$ cat src/hw/rtl/sha256_message_hasher_top_macros.svh
// ----------------------------------------------------------------------------
// SHA-256 message hasher assertion macros
// Concurrent assertion wrappers that can be compiled out with NO_ASSERTIONS.
// ----------------------------------------------------------------------------
`ifndef SHA256_MESSAGE_HASHER_TOP_MACROS_SVH
`define SHA256_MESSAGE_HASHER_TOP_MACROS_SVH

`ifndef NO_ASSERTIONS

// The consequent must hold in the same cycle as the antecedent.
`define SHA_ASSERT_SAME(label, clk, rstn, pre, post) \
  label: assert property (@(posedge clk) disable iff (!(rstn)) (pre) |-> (post)) \
    else $error("sha256 hasher assertion failed");

// The consequent must hold in the cycle after the antecedent.
`define SHA_ASSERT_NEXT(label, clk, rstn, pre, post) \
  label: assert property (@(posedge clk) disable iff (!(rstn)) (pre) |=> (post)) \
    else $error("sha256 hasher assertion failed");

`else

`define SHA_ASSERT_SAME(label, clk, rstn, pre, post)
`define SHA_ASSERT_NEXT(label, clk, rstn, pre, post)

`endif

`endif

$ cat src/hw/rtl/sha256mh_pkg.sv
// ----------------------------------------------------------------------------
// SHA-256 message hasher package
// Round constants, initial hash values and the controller/datapath interface.
// ----------------------------------------------------------------------------
`timescale 1ns / 1ps

package sha256mh_pkg;

  localparam logic [31:0] ROUND_K [64] = '{
    32'h428a2f98, 32'h71374491, 32'hb5c0fbcf, 32'he9b5dba5,
    32'h3956c25b, 32'h59f111f1, 32'h923f82a4, 32'hab1c5ed5,
    32'hd807aa98, 32'h12835b01, 32'h243185be, 32'h550c7dc3,
    32'h72be5d74, 32'h80deb1fe, 32'h9bdc06a7, 32'hc19bf174,
    32'he49b69c1, 32'hefbe4786, 32'h0fc19dc6, 32'h240ca1cc,
    32'h2de92c6f, 32'h4a7484aa, 32'h5cb0a9dc, 32'h76f988da,
    32'h983e5152, 32'ha831c66d, 32'hb00327c8, 32'hbf597fc7,
    32'hc6e00bf3, 32'hd5a79147, 32'h06ca6351, 32'h14292967,
    32'h27b70a85, 32'h2e1b2138, 32'h4d2c6dfc, 32'h53380d13,
    32'h650a7354, 32'h766a0abb, 32'h81c2c92e, 32'h92722c85,
    32'ha2bfe8a1, 32'ha81a664b, 32'hc24b8b70, 32'hc76c51a3,
    32'hd192e819, 32'hd6990624, 32'hf40e3585, 32'h106aa070,
    32'h19a4c116, 32'h1e376c08, 32'h2748774c, 32'h34b0bcb5,
    32'h391c0cb3, 32'h4ed8aa4a, 32'h5b9cca4f, 32'h682e6ff3,
    32'h748f82ee, 32'h78a5636f, 32'h84c87814, 32'h8cc70208,
    32'h90befffa, 32'ha4506ceb, 32'hbef9a3f7, 32'hc67178f2
  };

  localparam logic [31:0] INIT_HASH [8] = '{
    32'h6a09e667, 32'hbb67ae85, 32'h3c6ef372, 32'ha54ff53a,
    32'h510e527f, 32'h9b05688c, 32'h1f83d9ab, 32'h5be0cd19
  };

  localparam logic [31:0] PAD_MARK = 32'h80000000;

  // Source of a word pushed into the block buffer.
  localparam logic [2:0] SRC_IN_FULL = 3'd0;  // input word, all four bytes
  localparam logic [2:0] SRC_IN_PAD  = 3'd1;  // short last word with marker byte
  localparam logic [2:0] SRC_MARK    = 3'd2;  // marker word after a full last word
  localparam logic [2:0] SRC_ZERO    = 3'd3;
  localparam logic [2:0] SRC_LEN_HI  = 3'd4;
  localparam logic [2:0] SRC_LEN_LO  = 3'd5;

  localparam logic [3:0] POS_LEN_HI = 4'd14;
  localparam logic [3:0] POS_FULL   = 4'd15;
  localparam logic [5:0] ROUND_LAST = 6'd63;
  localparam logic [2:0] OUT_LAST   = 3'd7;

  typedef struct packed {
    logic       push;   // shift one word into the block buffer
    logic [2:0] src;    // which word to push
    logic       round;  // run one compression round
    logic [5:0] rnd;    // round index
    logic       fold;   // add working variables into the hash state
    logic       emit;   // shift out one digest word
    logic [2:0] cnt;    // digest word index
    logic       clear;  // return length and position to their reset values
  } cmd_t;

  typedef struct packed {
    logic [3:0] pos;    // next free block word
  } stat_t;

endpackage

$ cat src/hw/rtl/sha256mh_datapath.sv
// ----------------------------------------------------------------------------
// SHA-256 message hasher datapath
// Block buffer and message schedule, round logic, hash state and bit length.
// ----------------------------------------------------------------------------
`timescale 1ns / 1ps

module sha256mh_datapath (
  input  logic                clk_i,
  input  logic                rst_ni,
  input  sha256mh_pkg::cmd_t  cmd_i,
  input  logic [31:0]         msg_word_i,
  input  logic [2:0]          valid_bytes_i,
  output sha256mh_pkg::stat_t stat_o,
  output logic [31:0]         digest_word_o
);

  logic [31:0] hash_q  [8];
  logic [31:0] work_q  [8];
  logic [31:0] sched_q [16];
  logic [3:0]  pos_q;
  logic [63:0] bit_len_q;
  logic [63:0] bit_len_d;

  logic [31:0] push_word;
  logic [31:0] sched_new;
  logic [31:0] t1;
  logic [31:0] t2;

  function automatic logic [31:0] rotr(input logic [31:0] x, input int unsigned n);
    rotr = (x >> n) | (x << (32 - n));
  endfunction

  // The short last word keeps its leading bytes and gets the marker byte after them.
  always_comb begin
    case (cmd_i.src)
      sha256mh_pkg::SRC_IN_FULL: push_word = msg_word_i;
      sha256mh_pkg::SRC_IN_PAD: begin
        case (valid_bytes_i[1:0])
          2'd0:    push_word = sha256mh_pkg::PAD_MARK;
          2'd1:    push_word = {msg_word_i[31:24], 24'h800000};
          2'd2:    push_word = {msg_word_i[31:16], 16'h8000};
          default: push_word = {msg_word_i[31:8], 8'h80};
        endcase
      end
      sha256mh_pkg::SRC_MARK:   push_word = sha256mh_pkg::PAD_MARK;
      sha256mh_pkg::SRC_LEN_HI: push_word = bit_len_q[63:32];
      sha256mh_pkg::SRC_LEN_LO: push_word = bit_len_q[31:0];
      default:                  push_word = '0;
    endcase
  end

  always_comb begin
    bit_len_d = bit_len_q;
    if (cmd_i.clear) begin
      bit_len_d = '0;
    end else if (cmd_i.push && (cmd_i.src == sha256mh_pkg::SRC_IN_FULL)) begin
      bit_len_d = bit_len_q + 64'd32;
    end else if (cmd_i.push && (cmd_i.src == sha256mh_pkg::SRC_IN_PAD)) begin
      bit_len_d = bit_len_q + {59'd0, valid_bytes_i[1:0], 3'd0};
    end
  end

  // sched_q[j] holds W[r+j] during round r.
  assign sched_new = (rotr(sched_q[14], 17) ^ rotr(sched_q[14], 19) ^ (sched_q[14] >> 10))
                   + sched_q[9]
                   + (rotr(sched_q[1], 7) ^ rotr(sched_q[1], 18) ^ (sched_q[1] >> 3))
                   + sched_q[0];

  assign t1 = work_q[7]
            + (rotr(work_q[4], 6) ^ rotr(work_q[4], 11) ^ rotr(work_q[4], 25))
            + ((work_q[4] & work_q[5]) ^ (~work_q[4] & work_q[6]))
            + sha256mh_pkg::ROUND_K[cmd_i.rnd]
            + sched_q[0];

  assign t2 = (rotr(work_q[0], 2) ^ rotr(work_q[0], 13) ^ rotr(work_q[0], 22))
            + ((work_q[0] & work_q[1]) ^ (work_q[0] & work_q[2]) ^ (work_q[1] & work_q[2]));

  always_ff @(posedge clk_i or negedge rst_ni) begin
    if (!rst_ni) begin
      pos_q     <= '0;
      bit_len_q <= '0;
    end else begin
      bit_len_q <= bit_len_d;
      if (cmd_i.clear) begin
        pos_q <= '0;
      end else if (cmd_i.push) begin
        pos_q <= pos_q + 4'd1;
      end
    end
  end

  // Digest words leave from hash_q[0]; the initial values shift in behind them.
  always_ff @(posedge clk_i or negedge rst_ni) begin
    if (!rst_ni) begin
      for (int i = 0; i < 8; i++) begin
        hash_q[i] <= sha256mh_pkg::INIT_HASH[i];
      end
    end else if (cmd_i.fold) begin
      for (int i = 0; i < 8; i++) begin
        hash_q[i] <= hash_q[i] + work_q[i];
      end
    end else if (cmd_i.emit) begin
      for (int i = 0; i < 7; i++) begin
        hash_q[i] <= hash_q[i+1];
      end
      hash_q[7] <= sha256mh_pkg::INIT_HASH[cmd_i.cnt];
    end
  end

  always_ff @(posedge clk_i) begin
    if (cmd_i.push && (pos_q == sha256mh_pkg::POS_FULL)) begin
      for (int i = 0; i < 8; i++) begin
        work_q[i] <= hash_q[i];
      end
    end else if (cmd_i.round) begin
      work_q[7] <= work_q[6];
      work_q[6] <= work_q[5];
      work_q[5] <= work_q[4];
      work_q[4] <= work_q[3] + t1;
      work_q[3] <= work_q[2];
      work_q[2] <= work_q[1];
      work_q[1] <= work_q[0];
      work_q[0] <= t1 + t2;
    end
  end

  always_ff @(posedge clk_i) begin
    if (cmd_i.push || cmd_i.round) begin
      for (int i = 0; i < 15; i++) begin
        sched_q[i] <= sched_q[i+1];
      end
      sched_q[15] <= cmd_i.push ? push_word : sched_new;
    end
  end

  assign stat_o.pos    = pos_q;
  assign digest_word_o = hash_q[0];

endmodule

$ cat src/hw/rtl/sha256mh_ctrl.sv
// ----------------------------------------------------------------------------
// SHA-256 message hasher controller
// Sequences word intake, padding, compression rounds and digest output.
// ----------------------------------------------------------------------------
`timescale 1ns / 1ps

module sha256mh_ctrl (
  input  logic                clk_i,
  input  logic                rst_ni,
  input  logic                in_valid_i,
  input  logic                in_last_i,
  input  logic [2:0]          valid_bytes_i,
  output logic                in_ready_o,
  output logic                out_valid_o,
  input  logic                out_ready_i,
  output logic                out_last_o,
  input  sha256mh_pkg::stat_t stat_i,
  output sha256mh_pkg::cmd_t  cmd_o
);

  localparam logic [2:0] S_IDLE  = 3'd0;
  localparam logic [2:0] S_PAD   = 3'd1;
  localparam logic [2:0] S_ROUND = 3'd2;
  localparam logic [2:0] S_FOLD  = 3'd3;
  localparam logic [2:0] S_EMIT  = 3'd4;

  logic [2:0] state_q, state_d;
  logic [5:0] rnd_q, rnd_d;
  logic [2:0] cnt_q, cnt_d;
  logic       padding_q, padding_d;
  logic       mark_q, mark_d;
  logic       hi_q, hi_d;
  logic       final_q, final_d;
  logic       block_full;

  assign block_full = (stat_i.pos == sha256mh_pkg::POS_FULL);

  always_comb begin
    state_d   = state_q;
    rnd_d     = rnd_q;
    cnt_d     = cnt_q;
    padding_d = padding_q;
    mark_d    = mark_q;
    hi_d      = hi_q;
    final_d   = final_q;
    cmd_o       = '0;
    cmd_o.rnd   = rnd_q;
    cmd_o.cnt   = cnt_q;
    in_ready_o  = 1'b0;
    out_valid_o = 1'b0;
    out_last_o  = 1'b0;

    case (state_q)
      S_IDLE: begin
        in_ready_o = 1'b1;
        if (in_valid_i) begin
          cmd_o.push = 1'b1;
          // A count of four or more on the last word means a full word.
          if (in_last_i && !valid_bytes_i[2]) begin
            cmd_o.src = sha256mh_pkg::SRC_IN_PAD;
          end else begin
            cmd_o.src = sha256mh_pkg::SRC_IN_FULL;
          end
          if (in_last_i) begin
            padding_d = 1'b1;
            mark_d    = valid_bytes_i[2];
          end
          if (block_full) begin
            rnd_d   = '0;
            state_d = S_ROUND;
          end else if (in_last_i) begin
            state_d = S_PAD;
          end
        end
      end

      S_PAD: begin
        cmd_o.push = 1'b1;
        if (mark_q) begin
          cmd_o.src = sha256mh_pkg::SRC_MARK;
          mark_d    = 1'b0;
        end else if (stat_i.pos == sha256mh_pkg::POS_LEN_HI) begin
          cmd_o.src = sha256mh_pkg::SRC_LEN_HI;
          hi_d      = 1'b1;
        end else if (block_full && hi_q) begin
          cmd_o.src = sha256mh_pkg::SRC_LEN_LO;
          final_d   = 1'b1;
        end else begin
          cmd_o.src = sha256mh_pkg::SRC_ZERO;
        end
        if (block_full) begin
          rnd_d   = '0;
          state_d = S_ROUND;
        end
      end

      S_ROUND: begin
        cmd_o.round = 1'b1;
        rnd_d       = rnd_q + 6'd1;
        if (rnd_q == sha256mh_pkg::ROUND_LAST) begin
          state_d = S_FOLD;
        end
      end

      S_FOLD: begin
        cmd_o.fold = 1'b1;
        if (final_q) begin
          cnt_d   = '0;
          state_d = S_EMIT;
        end else if (padding_q) begin
          state_d = S_PAD;
        end else begin
          state_d = S_IDLE;
        end
      end

      S_EMIT: begin
        out_valid_o = 1'b1;
        out_last_o  = (cnt_q == sha256mh_pkg::OUT_LAST);
        if (out_ready_i) begin
          cmd_o.emit = 1'b1;
          cnt_d      = cnt_q + 3'd1;
          if (cnt_q == sha256mh_pkg::OUT_LAST) begin
            cmd_o.clear = 1'b1;
            padding_d   = 1'b0;
            mark_d      = 1'b0;
            hi_d        = 1'b0;
            final_d     = 1'b0;
            state_d     = S_IDLE;
          end
        end
      end

      default: begin
        state_d = S_IDLE;
      end
    endcase
  end

  always_ff @(posedge clk_i or negedge rst_ni) begin
    if (!rst_ni) begin
      state_q   <= S_IDLE;
      rnd_q     <= '0;
      cnt_q     <= '0;
      padding_q <= 1'b0;
      mark_q    <= 1'b0;
      hi_q      <= 1'b0;
      final_q   <= 1'b0;
    end else begin
      state_q   <= state_d;
      rnd_q     <= rnd_d;
      cnt_q     <= cnt_d;
      padding_q <= padding_d;
      mark_q    <= mark_d;
      hi_q      <= hi_d;
      final_q   <= final_d;
    end
  end

endmodule

$ cat src/hw/rtl/sha256_message_hasher_top.sv
// The hasher takes a message as big-endian 32-bit words, one per cycle while it is
// ready, and returns the SHA-256 digest as eight words, A first, the eighth marked
// with tlast. Every sixteenth word starts a compression of 64 rounds, one round
// per cycle, after which a fold adds the result into the hash state. The single
// round unit limits the throughput. On the last word the padding words are
// pushed at one per cycle (up to 18, with one or two compressions) before the
// digest appears; after the eighth digest transaction the block is back in its
// initial state and takes the next message.
// ----------------------------------------------------------------------------
// SHA-256 message hasher top level
// Streaming SHA-256 engine built from a controller and a datapath.
// ----------------------------------------------------------------------------
`timescale 1ns / 1ps

`include "sha256_message_hasher_top_macros.svh"

module sha256_message_hasher_top (
  input  logic        clk_i,
  input  logic        rst_ni,
  input  logic        s_axis_tvalid_i,
  output logic        s_axis_tready_o,
  input  logic [39:0] s_axis_tdata_i,   // [31:0] message_word, [34:32] valid_bytes, rest zero
  input  logic        s_axis_tlast_i,   // is_last
  output logic        m_axis_tvalid_o,
  input  logic        m_axis_tready_i,
  output logic [31:0] m_axis_tdata_o,   // [31:0] digest_word
  output logic        m_axis_tlast_o    // digest_last
);

  sha256mh_pkg::cmd_t  cmd;
  sha256mh_pkg::stat_t stat;

  sha256mh_ctrl u_ctrl (
    .clk_i         (clk_i),
    .rst_ni        (rst_ni),
    .in_valid_i    (s_axis_tvalid_i),
    .in_last_i     (s_axis_tlast_i),
    .valid_bytes_i (s_axis_tdata_i[34:32]),
    .in_ready_o    (s_axis_tready_o),
    .out_valid_o   (m_axis_tvalid_o),
    .out_ready_i   (m_axis_tready_i),
    .out_last_o    (m_axis_tlast_o),
    .stat_i        (stat),
    .cmd_o         (cmd)
  );

  sha256mh_datapath u_datapath (
    .clk_i         (clk_i),
    .rst_ni        (rst_ni),
    .cmd_i         (cmd),
    .msg_word_i    (s_axis_tdata_i[31:0]),
    .valid_bytes_i (s_axis_tdata_i[34:32]),
    .stat_o        (stat),
    .digest_word_o (m_axis_tdata_o)
  );

  // Intake and digest output never overlap.
  `SHA_ASSERT_SAME(a_no_overlap, clk_i, rst_ni, m_axis_tvalid_o, !s_axis_tready_o)

  // A push that fills the block starts the rounds at round zero.
  `SHA_ASSERT_NEXT(a_full_starts_rounds, clk_i, rst_ni,
                   cmd.push && (stat.pos == sha256mh_pkg::POS_FULL),
                   cmd.round && (cmd.rnd == 6'd0))

  // The last round is followed by the fold into the hash state.
  `SHA_ASSERT_NEXT(a_fold_after_rounds, clk_i, rst_ni,
                   cmd.round && (cmd.rnd == sha256mh_pkg::ROUND_LAST), cmd.fold)

  // After the final digest word the block is ready with an empty buffer.
  `SHA_ASSERT_NEXT(a_clean_restart, clk_i, rst_ni,
                   m_axis_tvalid_o && m_axis_tready_i && m_axis_tlast_o,
                   s_axis_tready_o && (stat.pos == 4'd0))

endmodule
$ cat config.mk
export PLATFORM = sky130hd
export DESIGN_NAME = sha256_message_hasher_top
export DESIGN_NICKNAME = d
export VERILOG_FILES = /design/src/hw/rtl/sha256mh_pkg.sv /design/src/hw/rtl/sha256mh_datapath.sv /design/src/hw/rtl/sha256mh_ctrl.sv /design/src/hw/rtl/sha256_message_hasher_top.sv
export VERILOG_INCLUDE_DIRS = /design/src /design/src/hw/rtl
export SDC_FILE = /design/constraint.sdc
export NUM_CORES = 2
export LEC_CHECK = 0
export ABC_AREA = 0
export BUFFER_PORTS_ARGS = -buffer_cell sky130_fd_sc_hd__buf_2
export CORE_ASPECT_RATIO = 0.5
export CORE_MARGIN = 1
export CORE_UTILIZATION = 30
export DETAILED_ROUTE_END_ITERATION = 8
export GPL_ROUTABILITY_DRIVEN = 0
export PLACE_DENSITY = 0.54
export SLEW_MARGIN = 20
export SYNTH_ARGS = -nofsm -noshare
export SYNTH_HDL_FRONTEND = slang
export SYNTH_HIERARCHICAL = 1
export SYNTH_SLANG_ARGS = --single-unit
$ cat constraint.sdc
create_clock -name clk_i -period 11.4 [get_ports clk_i]
set_clock_uncertainty 0.2 [all_clocks]
set_input_delay 0 -clock clk_i [delete_from_list [all_inputs] [get_ports clk_i]]
set_output_delay 0 -clock clk_i [all_outputs]
set_load 0.03 [all_outputs]
# Word level (Yosys, flattened, before mapping)
# Memories as Yosys holds them, arrays and structs flattened.
# Index checks and enable logic that the tools add are counted.
# totals
n_memories	4
mem_bits_rw	768
output_inout_bits	35
register_bits	340
romBits	2304
word_cells	210
# op_classes
n_reduce_logical	25
addsub	23
muxes	76
n_bitwise	37
n_eq_ne	26
order_cmp	2
# mem_list
name	depth	width	read_ports	rd_ports_with_merged_regs	wr	line	text
(name not given)	64	32	1	0	0	sha256mh_datapath.sv:72	+ sha256mh_pkg::ROUND_K[cmd_i.rnd]
u_datapath.sched_q	16	32	16	0	16	sha256mh_datapath.sv:19	logic [31:0] sched_q [16];
(name not given)	8	32	1	0	0	sha256mh_datapath.sv:106	hash_q[7] <= sha256mh_pkg::INIT_HASH[cmd_i.cnt];
u_datapath.work_q	8	32	8	0	8	sha256mh_datapath.sv:18	logic [31:0] work_q [8];
# op_table
operator	count
$add 32x32->32	18
$mux 256	2
$mux 32	13
$xor 32x32->32	9
$mux 64	3
$and 32x32->32	5
$pmux 32 s5	1
$pmux 32 s3	1
$add 64x5->64	1
$add 64x6->64 const B	1
$mux 3	13
$not 32->32	1
$or 10x32->32	1
$or 13x32->32	1
$or 14x32->32	1
$or 15x32->32	1
$or 19x32->32	1
$or 21x32->32	1
$or 25x32->32	1
$or 26x32->32	1
$or 30x32->32	1
$or 7x32->32	1
$xor 32x22->32	1
$xor 32x29->32	1
38 further kinds	109

# Depth between registers and ports, before layout
# depth
word_depth	11
mapped_depth	41

# Cells and area by module
# Netlist, hierarchy kept.
# by_module_without_submodules
mod	seq_area_each_um2	cells_each	area_per_inst_um2	n_inst
sha256mh_datapath	31265.0	6737	69683.1	1
sha256mh_ctrl	400.4	89	882.1	1

# Worst setup path after synthesis
# No wires, ideal clock.
# synth_timing
path_type	reg2reg
start	register u_ctrl.rnd_q[1]
end	memory u_datapath.work_q[0][29], data pin
path_stages_with_launch	40
arrival_time_ps	8302
setup_ps	269
setup_slack_ps	2629
n_path_buf	2
required_time_ps	10931
cell_sequence	dfrtp_1 > clkinv_1 > ha_1 > clkbuf_1 > and2_1 > clkbuf_1 > o21ai_0 > o21ai_0 > a211oi_1 > a21oi_1 > fa_1 > fa_1 > inv_1 > fa_1 > inv_1 > ha_1 > a21o_1 > a21o_1 > (+4 left out) > a21o_1 > a21oi_1 > nor2_1 > nor3_1 > nor2_1 > fa_1 > ha_1 > a21o_1 > a21o_1 > a21o_1 > a21oi_1 > o21bai_1 > a221o_1 > a21oi_1 > o21bai_1 > a21oi_1 > xor2_1 > o21ai_0
# synth_rtl
item	line	text
start: declaration	sha256mh_ctrl.sv:28	logic [5:0] rnd_q, rnd_d;
start signal: assignment	sha256mh_ctrl.sv:151	rnd_q <= rnd_d;
end: declaration	sha256mh_datapath.sv:18	

==> run_results.csv <==
group,metric,value,unit
route,route.antenna.remaining_nets,0,
synthesis,synthDistinctLibCells,110,
floorplan,floorplan.core_area,0.233,mm²
route,routed-via-count,51700,
sta,final_min_period_over_clock_period,92.1,%
floorplan,i_o_pin_total,80,
clocking,cts_resized,0,
global_route,maximum_number_of_pins_on_one_net_before_global_route_repair,208,
setup_path,worst-setup-path-type,"reg2reg",
clocking,postCtsSetupRepairBufs,0,
clocking,cts_hold_buf,52,
synthesis,synthesized_cell_area,0.0706,mm²
setup_path,crit_top_cell,"sky130_fd_sc_hd__fa_1",
clocking,cts_inserted_buffers,110,
final_layout,insertedDiodeCount,0,
setup_path,timing.critical_path.fanout_max,13,
synthesis,netlist_top_cells_area,"sky130_fd_sc_hd__edfxtp_1, sky130_fd_sc_hd__dfrtp_1, sky130_fd_sc_hd__ha_1",
clocking,cts_root_buf,"sky130_fd_sc_hd__clkbuf_16",
sta,setup_repair_after_global_routing_missed_its_margin,"no",
synthesis,async_reset_ff_share,30.5,%
clocking,cts_num_sinks,1105,
status,run_status,"completed",
floorplan,die_width,688,µm
synthesis,synth_enable_flop_cells,768,
floorplan,die_y,345,µm
setup_path,cp_slowest_cell,"sky130_fd_sc_hd__ha_1",
global_route,track_usage,17.2,%
route,avgRoutedWirePerCell,20.9,µm
final_layout,nets,7429,
route,first_iter_violations,5349,
sta,hold_viol,0,
global_route,global_route.overflow_total,0,
final_layout,layout.cells.most_common,"sky130_fd_sc_hd__nand2_1",
floorplan,floorplan.initialDensity,30.3,%
clocking,worst_skew_pair.late_latency,0.75,ns
synthesis,synth_top_flop_cell,"sky130_fd_sc_hd__edfxtp_1",
setup_path,critPathMaxStageDelay,0.66,ns
global_route,grt_pass1_wl,313000,µm
sta,finalSetupViolations,0,
setup_path,worst_setup_path_start_kind,"flip-flop",
synthesis,yosys.area.top_type_share,32.7,%
clocking,cts_max_level,3,
setup_path,crit_arrival,10.90,ns
synthesis,synth-seq-area-share,44.9,%
final_layout,most-common-layout-cells,"sky130_fd_sc_hd__nand2_1, sky130_fd_sc_hd__edfxtp_1, sky130_fd_sc_hd__o21ai_0, sky130_fd_sc_hd__a21oi_1, sky130_fd_sc_hd__xnor2_1",
floorplan,floorplan.die_area,0.237,mm²
final_layout,n_fill_cell,23600,
synthesis,yosys_warnings,6,
sta,maxSlewHeadroom,24.3,%
setup_path,cp.required,11.80,ns
global_route,grt_pass1_vias,48300,
clocking,cts_tree,"yes",
clocking,clk_pin_slew,0.07,ns
global_route,grt_antenna_before_repair,0,
sta,max_slew.worst_pin.slew,1.14,ns
sta,report.final.slew_viol_count,0,
run,drv_cap,0,
route,drc,0,
floorplan,core.rowCount,125,
sta,top_achievable_clock_speed,95.2,MHz
synthesis,netlist_instances,6826,
place,place_hpwl,152000,µm
final_layout,area_growth_syn_to_layout,11.2,%
place,port-buffer-count,74,
synthesis,synthesis.nets,7468,
worst_hold_path,timing.hold.worst.class,"in2reg",
setup_path,endpoint_kind,"flip-flop",
synthesis,yosysTopAreaCell,"sky130_fd_sc_hd__edfxtp_1",
final_layout,fraction_of_layout_instances_using_a_drive_strength_above_1,8.50,%
route,drt-total-wl,208000,µm
synthesis,avgSynthCellArea,10.3,µm²
sta,fin_crit,10.50,ns
route,detail_route.vias_per_cell,5.17,
route,detail_route.first_pass.iterations,9,
sta,setup_total_negative_slack,0,ns
clocking,cts_buffer_depth,3,
synthesis,synth.ff_latch_count,1105,
[layout make-up]
cell class	count	area, µm²	area share [%]
multi-input combinational	5109	36500	46.6
sequential	1105	31700	40.4
tap	3111	3890	4.96
clock buffer	138	2910	3.71
timing repair buffer	192	1480	1.88
inverter	269	1010	1.29
clock inverter	72	930	1.19
[metal layers]
metal | GRT usage, % | routed length (µm) | vias up
met2 | 26.1 | 89600 | 1580
met4 | 3.88 | 4660 | 0
met1 | 25.3 | 98800 | 25500
met5 | 0 | 0 | -
li1 | - | - | 24400
met3 | 3.28 | 15400 | 251
[registers in the layout, indices dropped and copies added, names as in the netlist]
| register | count |
|---|---|
| u_ctrl/padding_q | 1 |
| u_ctrl/state_q | 3 |
| u_ctrl/hi_q | 1 |
| u_datapath/stat_o | 4 |
| u_datapath/hash_q | 224 |
| u_ctrl/rnd_q | 6 |
| u_ctrl/cnt_q | 3 |
| u_datapath/sched_q | 512 |
| u_datapath/digest_word_o | 32 |
| u_datapath/work_q | 256 |
| u_ctrl/mark_q | 1 |
| u_datapath/bit_len_q | 61 |
| u_ctrl/final_q | 1 |
[worst paths after layout]
| kind | start | end | slack (ns) | depth (start not counted) |
|---|---|---|---|---|
| worst max-delay path | u_ctrl/rnd_q[1]$_DFFE_PN0P_ | u_datapath/work_q[0][31]$_DFFE_PP_ | 0.90 | 36 |
| worst min-delay path | s_axis_tdata_i[4] | u_datapath/sched_q[1][228]$_DFFE_PP_ | 0.07 | 4 |
| worst max register to register | u_ctrl/rnd_q[1]$_DFFE_PN0P_ | u_datapath/work_q[0][31]$_DFFE_PP_ | 0.90 | 36 |
| worst min register to register | u_datapath/sched_q[0][155]$_DFFE_PP_ | u_datapath/sched_q[0][123]$_DFFE_PP_ | 0.19 | 0 |
| max in group asynchronous | rst_ni | u_datapath/digest_word_o[22]$_DFFE_PN0P_ | 8.81 | 5 |
| min in group asynchronous | rst_ni | u_datapath/hash_q[4]$_DFFE_PN1P_ | 0.38 | 3 |
[critical path, delay by kind of cell, from the launching register on]
| family | cells | cell delay [ns] |
|---|---|---|
| AO/OA/AOI/OAI | 15 | 3.13 |
| adder cells (fa/ha/maj) | 8 | 3.54 |
| buffers and inverters | 4 | 0.64 |
| flip-flops | 1 | 0.35 |
| AND/OR/NAND/NOR | 7 | 1.72 |
| XOR/XNOR | 2 | 0.72 |
[cells in the mapped netlist, types with 33 or more instances]
master and number:
sky130_fd_sc_hd__dfstp_2 136, sky130_fd_sc_hd__a211oi_1 88, sky130_fd_sc_hd__a21oi_1 436, sky130_fd_sc_hd__o21bai_1 44
sky130_fd_sc_hd__xnor2_1 417, sky130_fd_sc_hd__fa_1 196, sky130_fd_sc_hd__clkbuf_1 281, sky130_fd_sc_hd__o21ai_1 39
sky130_fd_sc_hd__or3_1 45, sky130_fd_sc_hd__buf_4 33, sky130_fd_sc_hd__a21o_1 181, sky130_fd_sc_hd__nor2b_1 79
sky130_fd_sc_hd__edfxtp_1 768, sky130_fd_sc_hd__o21ai_0 454, sky130_fd_sc_hd__nor3_1 77, sky130_fd_sc_hd__nand3_1 113
sky130_fd_sc_hd__mux2i_1 192, sky130_fd_sc_hd__xor2_1 180, sky130_fd_sc_hd__ha_1 401, sky130_fd_sc_hd__nand2_1 1057
sky130_fd_sc_hd__mux2_2 53, sky130_fd_sc_hd__nor2_1 308, sky130_fd_sc_hd__o21a_1 50, sky130_fd_sc_hd__dfrtp_1 201
sky130_fd_sc_hd__a31oi_1 51, sky130_fd_sc_hd__and3_1 43, sky130_fd_sc_hd__nand2b_1 74, sky130_fd_sc_hd__o211ai_1 38
sky130_fd_sc_hd__inv_1 264
[cell families after synthesis]
kind of cell,Yosys count,synth area share [%]
mux,246,3.60
buf+inv,612,3.44
compound gates,1692,15.2
simple gates,1946,12.3
fa+ha+maj,627,13.1
xor+xnor,598,7.44
flops,1105,44.9
[through the flow]
step / instances / utilization [%] / setup WS (ns) / cell area, µm² / hold slack [ns]
6_report: 9996 / 33.7 / 0.900 / 78400 / 0.0720
4_1_cts: 9996 / 33.7 / 1.21 / 78400 / 0.00719
3_5_place_dp: 9734 / 31.8 / 1.27 / 74100 / -0.153
2_1_floorplan: 6826 / - / 2.63 / 70600 / -0.496
5_1_grt: 9996 / 33.7 / 0.452 / 78400 / 0.0667
3_3_place_gp: 9734 / 31.8 / 1.25 / 74000 / -0.148
Power is not shown: default switching activity piles up to over one toggle a cycle in this logic, so the estimate is an artifact.
